==> src/m2g4_pkg.sv <==
`timescale 1ns / 1ps

package m2g4_pkg;

  // Frame geometry
  localparam int PIXEL_COLUMNS = 256;
  localparam int PIXEL_ROWS    = 64;

  localparam int ROW_BYTES     = PIXEL_COLUMNS / 2;
  localparam int PAGE_COUNT    = (PIXEL_ROWS / 8 == 0) ? 1 : PIXEL_ROWS / 8;
  localparam int PAGE_W        = (PAGE_COUNT > 1) ? $clog2(PAGE_COUNT) : 1;
  localparam int COL_W         = $clog2(ROW_BYTES);
  localparam int COL_STEP      = 2;

  // Rows of one page and tiles of one beat
  localparam int ROWS_PER_PAGE = 8;
  localparam int ROW_W         = $clog2(ROWS_PER_PAGE);
  localparam int TILES         = 4;
  localparam int TILE_W        = 8;
  localparam int PAIR_W        = 8;
  localparam int ADDR_W        = 13;

  // Address arithmetic width, never narrower than the address port
  localparam int CALC_RAW      = PAGE_W + ROW_W + COL_W + 1;
  localparam int CALC_W        = (CALC_RAW > ADDR_W) ? CALC_RAW : ADDR_W;

  localparam logic [ROW_W-1:0]  LAST_ROW      = ROW_W'(ROWS_PER_PAGE - 1);
  localparam logic [PAGE_W-1:0] LAST_PAGE     = PAGE_W'(PAGE_COUNT - 1);
  localparam logic [COL_W:0]    ROW_BYTES_CMP = (COL_W + 1)'(ROW_BYTES);

  // Grey levels of a set pixel in either nibble
  localparam logic [PAIR_W-1:0] NIBBLE_HI = 8'hF0;
  localparam logic [PAIR_W-1:0] NIBBLE_LO = 8'h0F;

  // Queue between front and back
  localparam int QDEPTH = 2;
  localparam int QPTR_W = (QDEPTH > 1) ? $clog2(QDEPTH) : 1;
  localparam int QCNT_W = $clog2(QDEPTH + 1);

  typedef struct packed {
    logic [TILES-1:0][TILE_W-1:0] tiles;
    logic [PAGE_W-1:0]            page;
    logic [COL_W-1:0]             col;
    logic                         last_item;
  } entry_t;

  typedef struct packed {
    logic [ADDR_W-1:0] frame_address;
    logic [PAIR_W-1:0] first_pixel_pair;
    logic [PAIR_W-1:0] second_pixel_pair;
    logic              last_of_run;
    logic              frame_done;
  } result_t;

  typedef struct packed {
    logic [QCNT_W-1:0] count;
    logic              full;
    logic              valid;
  } queue_status_t;

  typedef struct packed {
    logic [ROW_W-1:0] row;
    logic             out_valid;
  } back_status_t;

endpackage

==> src/m2g4_front.sv <==
`timescale 1ns / 1ps

module m2g4_front (
  input  logic                               clk,
  input  logic                               rst,
  input  logic                               accept,
  input  logic [m2g4_pkg::TILE_W-1:0]        tile_byte_0,
  input  logic [m2g4_pkg::TILE_W-1:0]        tile_byte_1,
  input  logic [m2g4_pkg::TILE_W-1:0]        tile_byte_2,
  input  logic [m2g4_pkg::TILE_W-1:0]        tile_byte_3,
  output m2g4_pkg::entry_t                   entry
);

  logic [m2g4_pkg::PAGE_W-1:0] page;
  logic [m2g4_pkg::COL_W-1:0]  col;
  logic [m2g4_pkg::COL_W:0]    next_col;
  logic                        col_wraps;
  logic                        last_item;

  // Classify the beat against the current position
  assign next_col  = {1'b0, col} + (m2g4_pkg::COL_W + 1)'(m2g4_pkg::COL_STEP);
  assign col_wraps = (next_col >= m2g4_pkg::ROW_BYTES_CMP);
  assign last_item = col_wraps && (page == m2g4_pkg::LAST_PAGE);

  always_comb begin
    entry.tiles[0]  = tile_byte_0;
    entry.tiles[1]  = tile_byte_1;
    entry.tiles[2]  = tile_byte_2;
    entry.tiles[3]  = tile_byte_3;
    entry.page      = page;
    entry.col       = col;
    entry.last_item = last_item;
  end

  // Advance the column, wrap to the next page and to frame start
  always_ff @(posedge clk) begin
    if (rst) begin
      page <= '0;
      col  <= '0;
    end else if (accept) begin
      if (last_item) begin
        page <= '0;
        col  <= '0;
      end else if (col_wraps) begin
        page <= page + 1'b1;
        col  <= '0;
      end else begin
        col  <= next_col[m2g4_pkg::COL_W-1:0];
      end
    end
  end

endmodule

==> src/m2g4_queue.sv <==
`timescale 1ns / 1ps

module m2g4_queue (
  input  logic                    clk,
  input  logic                    rst,
  input  logic                    wr_en,
  input  m2g4_pkg::entry_t        wr_data,
  input  logic                    rd_en,
  output m2g4_pkg::entry_t        rd_data,
  output m2g4_pkg::queue_status_t status
);

  m2g4_pkg::entry_t              slots [m2g4_pkg::QDEPTH];
  logic [m2g4_pkg::QPTR_W-1:0]   wr_ptr;
  logic [m2g4_pkg::QPTR_W-1:0]   rd_ptr;
  logic [m2g4_pkg::QCNT_W-1:0]   count;

  localparam logic [m2g4_pkg::QPTR_W-1:0] PTR_LAST = m2g4_pkg::QPTR_W'(m2g4_pkg::QDEPTH - 1);
  localparam logic [m2g4_pkg::QCNT_W-1:0] CNT_FULL = m2g4_pkg::QCNT_W'(m2g4_pkg::QDEPTH);

  // Present the oldest entry and the fill state
  assign rd_data      = slots[rd_ptr];
  assign status.count = count;
  assign status.full  = (count == CNT_FULL);
  assign status.valid = (count != '0);

  // Store a beat at the write pointer
  always_ff @(posedge clk) begin
    if (wr_en) begin
      slots[wr_ptr] <= wr_data;
    end
  end

  // Advance pointers and fill count
  always_ff @(posedge clk) begin
    if (rst) begin
      wr_ptr <= '0;
      rd_ptr <= '0;
      count  <= '0;
    end else begin
      if (wr_en) begin
        wr_ptr <= (wr_ptr == PTR_LAST) ? '0 : wr_ptr + 1'b1;
      end
      if (rd_en) begin
        rd_ptr <= (rd_ptr == PTR_LAST) ? '0 : rd_ptr + 1'b1;
      end
      unique case ({wr_en, rd_en})
        2'b10:   count <= count + 1'b1;
        2'b01:   count <= count - 1'b1;
        default: count <= count;
      endcase
    end
  end

endmodule

==> src/m2g4_back.sv <==
`timescale 1ns / 1ps

module m2g4_back (
  input  logic                   clk,
  input  logic                   rst,
  input  logic                   head_valid,
  input  m2g4_pkg::entry_t       head,
  output logic                   head_pop,
  input  logic                   res_pop,
  output m2g4_pkg::result_t      res,
  output m2g4_pkg::back_status_t status
);

  logic [m2g4_pkg::ROW_W-1:0]                  row;
  logic                                        out_valid;
  logic                                        load;
  logic [m2g4_pkg::PAGE_W+m2g4_pkg::ROW_W-1:0] pixel_row;
  logic [m2g4_pkg::CALC_W-1:0]                 addr_calc;
  logic [m2g4_pkg::PAIR_W-1:0]                 first_pair;
  logic [m2g4_pkg::PAIR_W-1:0]                 second_pair;

  // Take a row from a valid head whenever the output register is free or being drained
  assign load     = head_valid && (!out_valid || res_pop);
  assign head_pop = load && (row == m2g4_pkg::LAST_ROW);

  assign status.row       = row;
  assign status.out_valid = out_valid;

  // Form the frame address of this pixel row
  assign pixel_row = {head.page, row};
  assign addr_calc = m2g4_pkg::CALC_W'(pixel_row) * m2g4_pkg::CALC_W'(m2g4_pkg::ROW_BYTES)
                   + m2g4_pkg::CALC_W'(head.col);

  // Expand one pixel of each column into a grey nibble
  assign first_pair  = (head.tiles[0][row] ? m2g4_pkg::NIBBLE_HI : '0)
                     | (head.tiles[1][row] ? m2g4_pkg::NIBBLE_LO : '0);
  assign second_pair = (head.tiles[2][row] ? m2g4_pkg::NIBBLE_HI : '0)
                     | (head.tiles[3][row] ? m2g4_pkg::NIBBLE_LO : '0);

  // Hold the result until it is popped
  always_ff @(posedge clk) begin
    if (load) begin
      res.frame_address     <= addr_calc[m2g4_pkg::ADDR_W-1:0];
      res.first_pixel_pair  <= first_pair;
      res.second_pixel_pair <= second_pair;
      res.last_of_run       <= (row == m2g4_pkg::LAST_ROW);
      res.frame_done        <= (row == m2g4_pkg::LAST_ROW) && head.last_item;
    end
  end

  // Step the row counter and the output valid flag
  always_ff @(posedge clk) begin
    if (rst) begin
      row       <= '0;
      out_valid <= 1'b0;
    end else begin
      if (load) begin
        row       <= row + 1'b1;
        out_valid <= 1'b1;
      end else if (res_pop) begin
        out_valid <= 1'b0;
      end
    end
  end

endmodule

==> src/mono_page_to_gray4_converter.sv <==
`timescale 1ns / 1ps
// An accepted beat is written into the queue; its first row result is then registered in the back-end output register.
// One row result per cycle while the queue holds a beat and results are popped, from the back-end row counter.
// A two-entry queue lets the front take new beats while the back still emits rows.
// Reset (synchronous, rst high) clears page/column position, queue and output valid.

module mono_page_to_gray4_converter (
  input  logic                              clk,
  input  logic                              rst,
  input  logic                              push,
  output logic                              full,
  input  logic [m2g4_pkg::TILE_W-1:0]       tile_byte_0,
  input  logic [m2g4_pkg::TILE_W-1:0]       tile_byte_1,
  input  logic [m2g4_pkg::TILE_W-1:0]       tile_byte_2,
  input  logic [m2g4_pkg::TILE_W-1:0]       tile_byte_3,
  output logic                              empty,
  input  logic                              pop,
  output logic [m2g4_pkg::ADDR_W-1:0]       frame_address,
  output logic [m2g4_pkg::PAIR_W-1:0]       first_pixel_pair,
  output logic [m2g4_pkg::PAIR_W-1:0]       second_pixel_pair,
  output logic                              last_of_run,
  output logic                              frame_done
);

  logic                      accept;
  logic                      head_pop;
  logic                      res_pop;
  m2g4_pkg::entry_t          entry;
  m2g4_pkg::entry_t          head;
  m2g4_pkg::queue_status_t   qstat;
  m2g4_pkg::result_t         res;
  m2g4_pkg::back_status_t    bstat;

  // Handshake on both sides
  assign accept  = push && !qstat.full;
  assign full    = qstat.full;
  assign empty   = !bstat.out_valid;
  assign res_pop = pop && bstat.out_valid;

  m2g4_front u_front (
    .clk         (clk),
    .rst         (rst),
    .accept      (accept),
    .tile_byte_0 (tile_byte_0),
    .tile_byte_1 (tile_byte_1),
    .tile_byte_2 (tile_byte_2),
    .tile_byte_3 (tile_byte_3),
    .entry       (entry)
  );

  m2g4_queue u_queue (
    .clk     (clk),
    .rst     (rst),
    .wr_en   (accept),
    .wr_data (entry),
    .rd_en   (head_pop),
    .rd_data (head),
    .status  (qstat)
  );

  m2g4_back u_back (
    .clk        (clk),
    .rst        (rst),
    .head_valid (qstat.valid),
    .head       (head),
    .head_pop   (head_pop),
    .res_pop    (res_pop),
    .res        (res),
    .status     (bstat)
  );

  // Drive the result ports
  assign frame_address     = res.frame_address;
  assign first_pixel_pair  = res.first_pixel_pair;
  assign second_pixel_pair = res.second_pixel_pair;
  assign last_of_run       = res.last_of_run;
  assign frame_done        = res.frame_done;

`ifndef SYNTHESIS
  a_done_ends_run: assert property (@(posedge clk) disable iff (rst)
    (!empty && frame_done) |-> last_of_run)
    else $error("frame_done without last_of_run");

  a_run_end_row_wrap: assert property (@(posedge clk) disable iff (rst)
    (!empty && last_of_run) |-> (bstat.row == '0))
    else $error("row counter not wrapped after last row of a beat");

  a_queue_bound: assert property (@(posedge clk) disable iff (rst)
    qstat.count <= m2g4_pkg::QCNT_W'(m2g4_pkg::QDEPTH))
    else $error("queue fill count out of range");

  a_pop_needs_entry: assert property (@(posedge clk) disable iff (rst)
    head_pop |-> qstat.valid)
    else $error("back end popped an empty queue");
`endif

endmodule
==> config.mk <==
export PLATFORM = sky130hd
export DESIGN_NAME = mono_page_to_gray4_converter
export DESIGN_NICKNAME = d
export VERILOG_FILES = /design/src/m2g4_pkg.sv /design/src/m2g4_front.sv /design/src/m2g4_queue.sv /design/src/m2g4_back.sv /design/src/mono_page_to_gray4_converter.sv
export SDC_FILE = /design/constraint.sdc
export NUM_CORES = 1
export LEC_CHECK = 0
export BUFFER_PORTS_ARGS = -buffer_cell sky130_fd_sc_hd__buf_2
export CAP_MARGIN = 20
export CORE_ASPECT_RATIO = 0.7
export CORE_UTILIZATION = 50
export CTS_CLUSTER_DIAMETER = 50
export CTS_CLUSTER_SIZE = 30
export DETAILED_ROUTE_END_ITERATION = 16
export PLACE_DENSITY = 0.81
export SYNTH_ARGS = -nofsm -noshare
export SYNTH_HDL_FRONTEND = slang
export SYNTH_HIERARCHICAL = 1
export SYNTH_SLANG_ARGS = --single-unit
==> constraint.sdc <==
create_clock -name clk -period 9.9 [get_ports clk]
set_clock_uncertainty 0.1 [all_clocks]
set_input_delay 1.485 -clock clk [delete_from_list [all_inputs] [get_ports clk]]
set_output_delay 1.485 -clock clk [all_outputs]
set_load 0.005 [all_outputs]
==> results of run 1 <==
logic make-up (layout without fill, tap and decap cells):
group | count (synthesis) | after routing
AO/OA/AOI/OAI | 19 | 19
XOR/XNOR | 8 | 8
adder cells (fa/ha/maj) | 6 | 6
buffers and inverters | 58 | 106
flip-flops | 123 | 123
multiplexers | 55 | 55
other | 1 | 1
AND/OR/NAND/NOR | 39 | 39
state kept, by name, indices dropped and copies added (netlist names), named ones only:
register,cells
u_queue/wr_ptr,1
u_queue/count,2
u_back/out_valid,1
u_queue/slots,86
u_front/col,6
u_back/res,19
u_queue/rd_ptr,1
u_front/page,3
u_back/row,3
worst max-delay path, stage by stage:
cell,delay [ns]
buf_2,0.07
nor2b_2,0.36
and2_2,0.92
per-stage QoR:
stage / power (mW) / setup WS (ns) / util (%) / hold slack [ns]
global placement: 0.7369 / 6.527 / 53.65 / 0.3714
detailed placement: 0.7429 / 6.498 / 53.65 / 0.3772
CTS: 1.334 / 6.926 / 59.41 / 0.3876
global route: 1.369 / 6.847 / 59.57 / 0.4194
finish: 1.324 / 6.962 / 59.57 / 0.3957
floorplan: 0.7166 / 5.648 / - / 0.3323
per-layer routing:
layer	GRT usage, %	up-vias	routed length, µm
met3	6.545	8	371
met1	20.35	1241	3736
met5	0	-	0
met4	7.119	0	73
met2	27.68	66	4073
li1	-	1192	-
final timing paths:
kind	slack, ns	cells past startpoint	to	start
setup reg to reg	7.47	3	u_queue/slots[1][25]	u_queue/count[0]
hold reg to reg	0.40	0	u_queue/slots[0][10]	u_front/page[2]
hold / removal	0.40	0	u_queue/slots[0][10]	u_front/page[2]
setup / recovery	6.96	3	u_queue/slots[1][25]	push
cell usage after synthesis:
| cell type | instances |
|---|---|
| a211oi_2 | 1 |
| buf_6 | 1 |
| nor3_1 | 2 |
| nor2_1 | 9 |
| or3_1 | 2 |
| and2_1 | 4 |
| and4_1 | 1 |
| mux2_2 | 47 |
| clkbuf_1 | 1 |
| nand2_1 | 4 |
| or3_2 | 1 |
| mux4_1 | 8 |
| nand4_1 | 1 |
| conb_1 | 1 |
| nor2b_2 | 1 |
| or2_2 | 1 |
| buf_4 | 47 |
| and3_1 | 3 |
| nand3_1 | 2 |
| xor2_1 | 3 |
| o21ai_0 | 8 |
| nand4_2 | 1 |
| nand4b_1 | 2 |
| buf_2 | 5 |
| dfxtp_1 | 18 |
| xnor2_1 | 5 |
| edfxtp_1 | 105 |
| ha_1 | 6 |
| and2b_2 | 1 |
| or4_1 | 1 |
| nor2b_1 | 1 |
| inv_1 | 3 |
| nand2b_1 | 2 |
| buf_1 | 1 |
| a41o_1 | 1 |
| a21oi_1 | 9 |
power by group:
group,internal (mW),total (mW),switching (mW)
Sequential,0.614,0.633,0.0189
Combinational,0.0496,0.101,0.0515
Clock,0.390,0.590,0.201
Total,1.05,1.32,0.271
area by class of cell:
| cell class | count | area, µm² |
|---|---|---|
| tap | 128 | 160.2 |
| sequential | 123 | 3515 |
| clock buffer | 21 | 440.4 |
| fill | 760 | 3976 |
| timing repair buffer | 71 | 370.4 |
| multi-input combinational | 128 | 1235 |
| clock inverter | 11 | 126.4 |
| inverter | 3 | 11.26 |
==> flow_metrics.py, run 1 <==
metrics = {
    "run_status": {
        "status": "complete, no violations",
    },
    "routing": {
        "dr.pass1.iters": 4,
        "route.detailed.drc": 0,
        "num_vias": 2507,
        "routed_wirelength_um": 8255,
        "wl_per_cell_um": 17.02,
        "drtIter0Drc": 186,
        "ant_nets": 0,
        "viasPerCell": 5.169,
    },
    "synthesis": {
        "synthSimpleGateAreaFrac_pct": 4.426,
        "ys_warn_count": 6,
        "synth_top_family_by_area": "multiplexers",
        "synth_compound_area_share_pct": 2.091,
        "synth_xor_area_share_pct": 1.362,
        "ys_ff_latch": 123,
        "synth_top_area_share_pct": 61.28,
        "yosys.area_share.adder_pct": 1.459,
        "synth.distinct_cells": 36,
        "avgSynthCellArea_um2": 16.65,
        "synthTopCellsByArea": "edfxtp_1, mux2_2, dfxtp_1",
        "synthCells": 309,
        "synth_largest_area_cell": "edfxtp_1",
        "synth.area.mux_share_pct": 14.37,
        "synth_area_um2": 5145,
        "syn-num-nets": 351,
        "yosysSeqAreaShare_pct": 68.29,
    },
    "die": {
        "ios": 69,
        "fp-row-count": 30,
        "die_w_um": 123.2,
        "start_util_pct": 52.32,
        "coreArea_um2": 9834,
        "die_h_um": 86.87,
        "die-area_um2": 10710,
    },
    "run": {
        "cap_viol_max_count": 0,
    },
    "sta": {
        "max_freq_ghz": 0.3404,
        "min_period_ns": 2.938,
        "tightest_slew_ns": 1.049,
        "rsz0062_at_grt": "no",
        "slew_headroom_pct": 30.10,
        "setup-violations-final": 0,
        "finalCritPeriodShare_pct": 29.68,
        "finalHoldViolCount": 0,
        "fin_setup_tns_ns": 0,
        "maxSlewViolCount": 0,
    },
    "worst_setup_path": {
        "crit_type": "in2reg",
        "startpoint_type": "primary input",
        "worstPathRequired_ns": 9.82,
        "crit_arrival_ns": 2.86,
        "critPathMaxFanout": 43,
        "endpoint_kind": "flop",
    },
    "final_layout": {
        "synthToLayoutAreaGrowth_pct": 13.86,
        "layout-drive-gt1-share_pct": 42.86,
        "layout_common_cells": "edfxtp_1, buf_2, mux2_2",
        "stdcell_count": 485,
        "diodes": 0,
        "layout_commonest_cell": "edfxtp_1",
        "design_area_um2": 5858,
        "layout.nets": 386,
    },
    "global_route": {
        "grt-ovfl-total": 0,
        "grt.total_usage_pct": 17.00,
        "grt_max_degree": 44,
        "grt_pass1_wl_um": 12770,
        "grt_pass1_vias": 2571,
        "antenna_found_initial": 0,
    },
    "clock_network": {
        "cts_resized": 0,
        "ctsHtreeMaxLevel": 4,
        "cts.sinks": 123,
        "hold_buffers": 0,
        "root_buffer": "clkbuf_16",
        "cts_tree": "done",
        "postCtsSetupRepairBufs": 0,
        "cts.path.max_buffers": 2,
        "clk_latency_ns": 0.41,
        "cts_made_buffers": 17,
        "clk_pin_slew_ns": 0.05,
    },
    "placement": {
        "dpl-instance-area_um2": 5276,
        "portBuffers": 68,
        "dp_hpwl_um": 5137,
        "gp_congestion": 0.7440,
        "dp_cells": 452,
    },
    "pwr": {
        "power.leakage_nw": 2.164,
        "p_per_area_nw_per_um2": 226.0,
        "vdd_ir_drop_max_mv": 0.1418,
    },
    "hold_path": {
        "hold_path_class": "reg2reg",
    },
}
(Power assumes the default switching activity.)
==> inputs of run 2 (changes only) <==
==> constraint.sdc (replaced) <==
create_clock -name clk -period 3 [get_ports clk]
set_clock_uncertainty 0.1 [all_clocks]
set_input_delay 0.45 -clock clk [delete_from_list [all_inputs] [get_ports clk]]
set_output_delay 0.45 -clock clk [all_outputs]
set_load 0.005 [all_outputs]
==> run 2 against run 1 <==
First-iteration DRC count shrank 30%. Count of clock-buffer cells in the layout unchanged. Global-route usage about the same. Sequential share of layout area is 0.41 points lower. Die area is the same. Register-to-register slack worse by 6.8 ns. Total power grew to 3.3 times the previous value. Design area up 0.68%. Hold slack got worse by 0.26 ns. Clock power grew to 3.3 times the previous value. Critical path depth rose by 3. Critical endpoint is now u_queue/count[1]. Largest cell class unchanged.
==> flow_metrics.py, run 2 (synthesis results as in run 1) <==
metrics = {
    "clock_network": {
        "cts.path.max_buffers": 2,
        "clk_pin_slew_ns": 0.05,
        "hold_buffers": 0,
        "ctsHtreeMaxLevel": 4,
        "cts.sinks": 123,
        "cts_tree": "done",
        "root_buffer": "clkbuf_16",
        "clk_latency_ns": 0.40,
        "cts_resized": 0,
        "postCtsSetupRepairBufs": 0,
        "cts_made_buffers": 17,
    },
    "global_route": {
        "grt.total_usage_pct": 17.01,
        "grt-ovfl-total": 0,
        "antenna_found_initial": 0,
        "grt_pass1_vias": 2589,
        "gr-usage-met2_pct": 26.51,
        "grt_max_degree": 28,
        "grtUsageMet3_pct": 7.395,
        "grt_util_met1_pct": 21.32,
        "top_usage_layer": "met2",
        "grt_pass1_wl_um": 12940,
    },
    "sta": {
        "rsz0062_at_grt": "no",
        "maxSlewViolCount": 0,
        "finalHoldViolCount": 0,
        "tightest_slew_ns": 0.6274,
        "max_freq_ghz": 0.4250,
        "setup-violations-final": 0,
        "min_period_ns": 2.353,
        "finalCritPeriodShare_pct": 78.43,
        "slew_headroom_pct": 58.12,
        "hold-worst-slack_ns": 0.1353,
        "fin_setup_tns_ns": 0,
    },
    "worst_setup_path": {
        "regToRegSetupSlack_ns": 0.65,
        "crit_chain": "ha_1 -> ha_1 -> and3_1 -> ha_1 -> or3_1 -> a21oi_1",
        "worstRegToRegCells": 6,
        "startpoint_type": "flop",
        "endpoint_kind": "flop",
        "worstPathRequired_ns": 3.22,
        "r2r_start": "u_back/row[0]",
        "cpPeakStageDelay_ns": 0.72,
        "cp_common_cell": "ha_1",
        "crit_type": "reg2reg",
        "reg2reg_to": "u_queue/count[1]",
        "critPathMaxFanout": 12,
        "crit_slowest_cell": "dfxtp_1",
        "crit_arrival_ns": 2.58,
    },
    "hold_path": {
        "min_to": "u_queue/slots[0][34]",
        "hp-start": "tile_byte_2[7]",
        "hold_path_class": "in2reg",
        "hold-path-cell-count": 1,
    },
    "final_layout": {
        "top_regs": "u_queue/slots: 86 flops, u_back/res: 19 flops, u_front/col: 6 flops",
        "regMostFlops": "u_queue/slots",
        "layout.core_utilization_pct": 59.97,
        "layout_commonest_cell": "edfxtp_1",
        "largest_reg_flops": 86,
        "layout_common_cells": "edfxtp_1, buf_2, mux2_2",
        "design_area_um2": 5898,
        "fillers": 698,
        "diodes": 0,
        "synthToLayoutAreaGrowth_pct": 14.64,
        "layout-drive-gt1-share_pct": 43.33,
        "layout.nets": 389,
    },
    "die": {
        "start_util_pct": 52.32,
        "die_w_um": 123.2,
        "fp-row-count": 30,
        "ios": 69,
        "die-area_um2": 10710,
        "coreArea_um2": 9834,
        "die_h_um": 86.87,
    },
    "placement": {
        "gp_congestion": 0.7271,
        "portBuffers": 68,
        "dpl-instance-area_um2": 5331,
        "dp_hpwl_um": 5241,
    },
    "pwr": {
        "power.leakage_nw": 2.183,
        "p_per_area_nw_per_um2": 740.7,
        "vdd_ir_drop_max_mv": 0.5928,
        "p_total_mw": 4.369,
    },
    "routing": {
        "drtIter0Drc": 131,
        "dr.pass1.iters": 4,
        "viasPerCell": 5.182,
        "num_vias": 2529,
        "ant_nets": 0,
        "route.detailed.drc": 0,
        "routed_wirelength_um": 8180,
        "wl_per_cell_um": 16.76,
    },
    "run_status": {
        "status": "complete, no violations",
    },
    "run": {
        "cap_viol_max_count": 0,
    },
}
run 2: metrics by stage:
step	instances	worst slack [ns]
final	488	0.6471
after global placement	456	0.7437
after CTS	488	0.5969
after global routing	488	0.5130
after floorplan	309	0.3503
after detailed placement	456	0.6173
run 2: final cells by class:
class                      instances  area (µm²)  share of cell area (%)
multi-input combinational        128        1235                   20.94
tap                              128       160.2                   2.715
sequential                       123        3515                   59.59
clock inverter                    11       126.4                   2.143
clock buffer                      21       440.4                   7.467
inverter                           3       11.26                  0.1909
timing repair buffer              74       410.4                   6.958
run 2: layer usage:
layer | wire [µm] | vias to the layer above
li1 | - | 1206
met1 | 3622 | 1246
met2 | 4002 | 71
met3 | 496 | 6
met4 | 58 | 0
met5 | 0 | -
run 2: worst max-delay path, delay by kind of cell (launching register included):
kind | cells | cell delay [ns]
AND/OR/NAND/NOR | 2 | 0.57
adder cells (fa/ha/maj) | 3 | 0.71
flip-flops | 1 | 0.72
AO/OA/AOI/OAI | 1 | 0.17
run 2: worst max path at each step:
stage                               end  cells past startpoint        startpoint
global placement       u_queue/count[1]                      6     u_back/row[0]
CTS                    u_queue/count[1]                      6     u_back/row[0]
detailed placement     u_queue/count[1]                      6     u_back/row[0]
finish                 u_queue/count[1]                      6     u_back/row[0]
floorplan           u_queue/slots[0][0]                      4  u_queue/count[0]
global route           u_queue/count[1]                      6     u_back/row[0]
run 2: power breakdown:
part / internal, mW / switching (mW)
logic: 0.166 / 0.170
clock network: 1.29 / 0.660
registers: 2.02 / 0.0609
total: 3.48 / 0.892
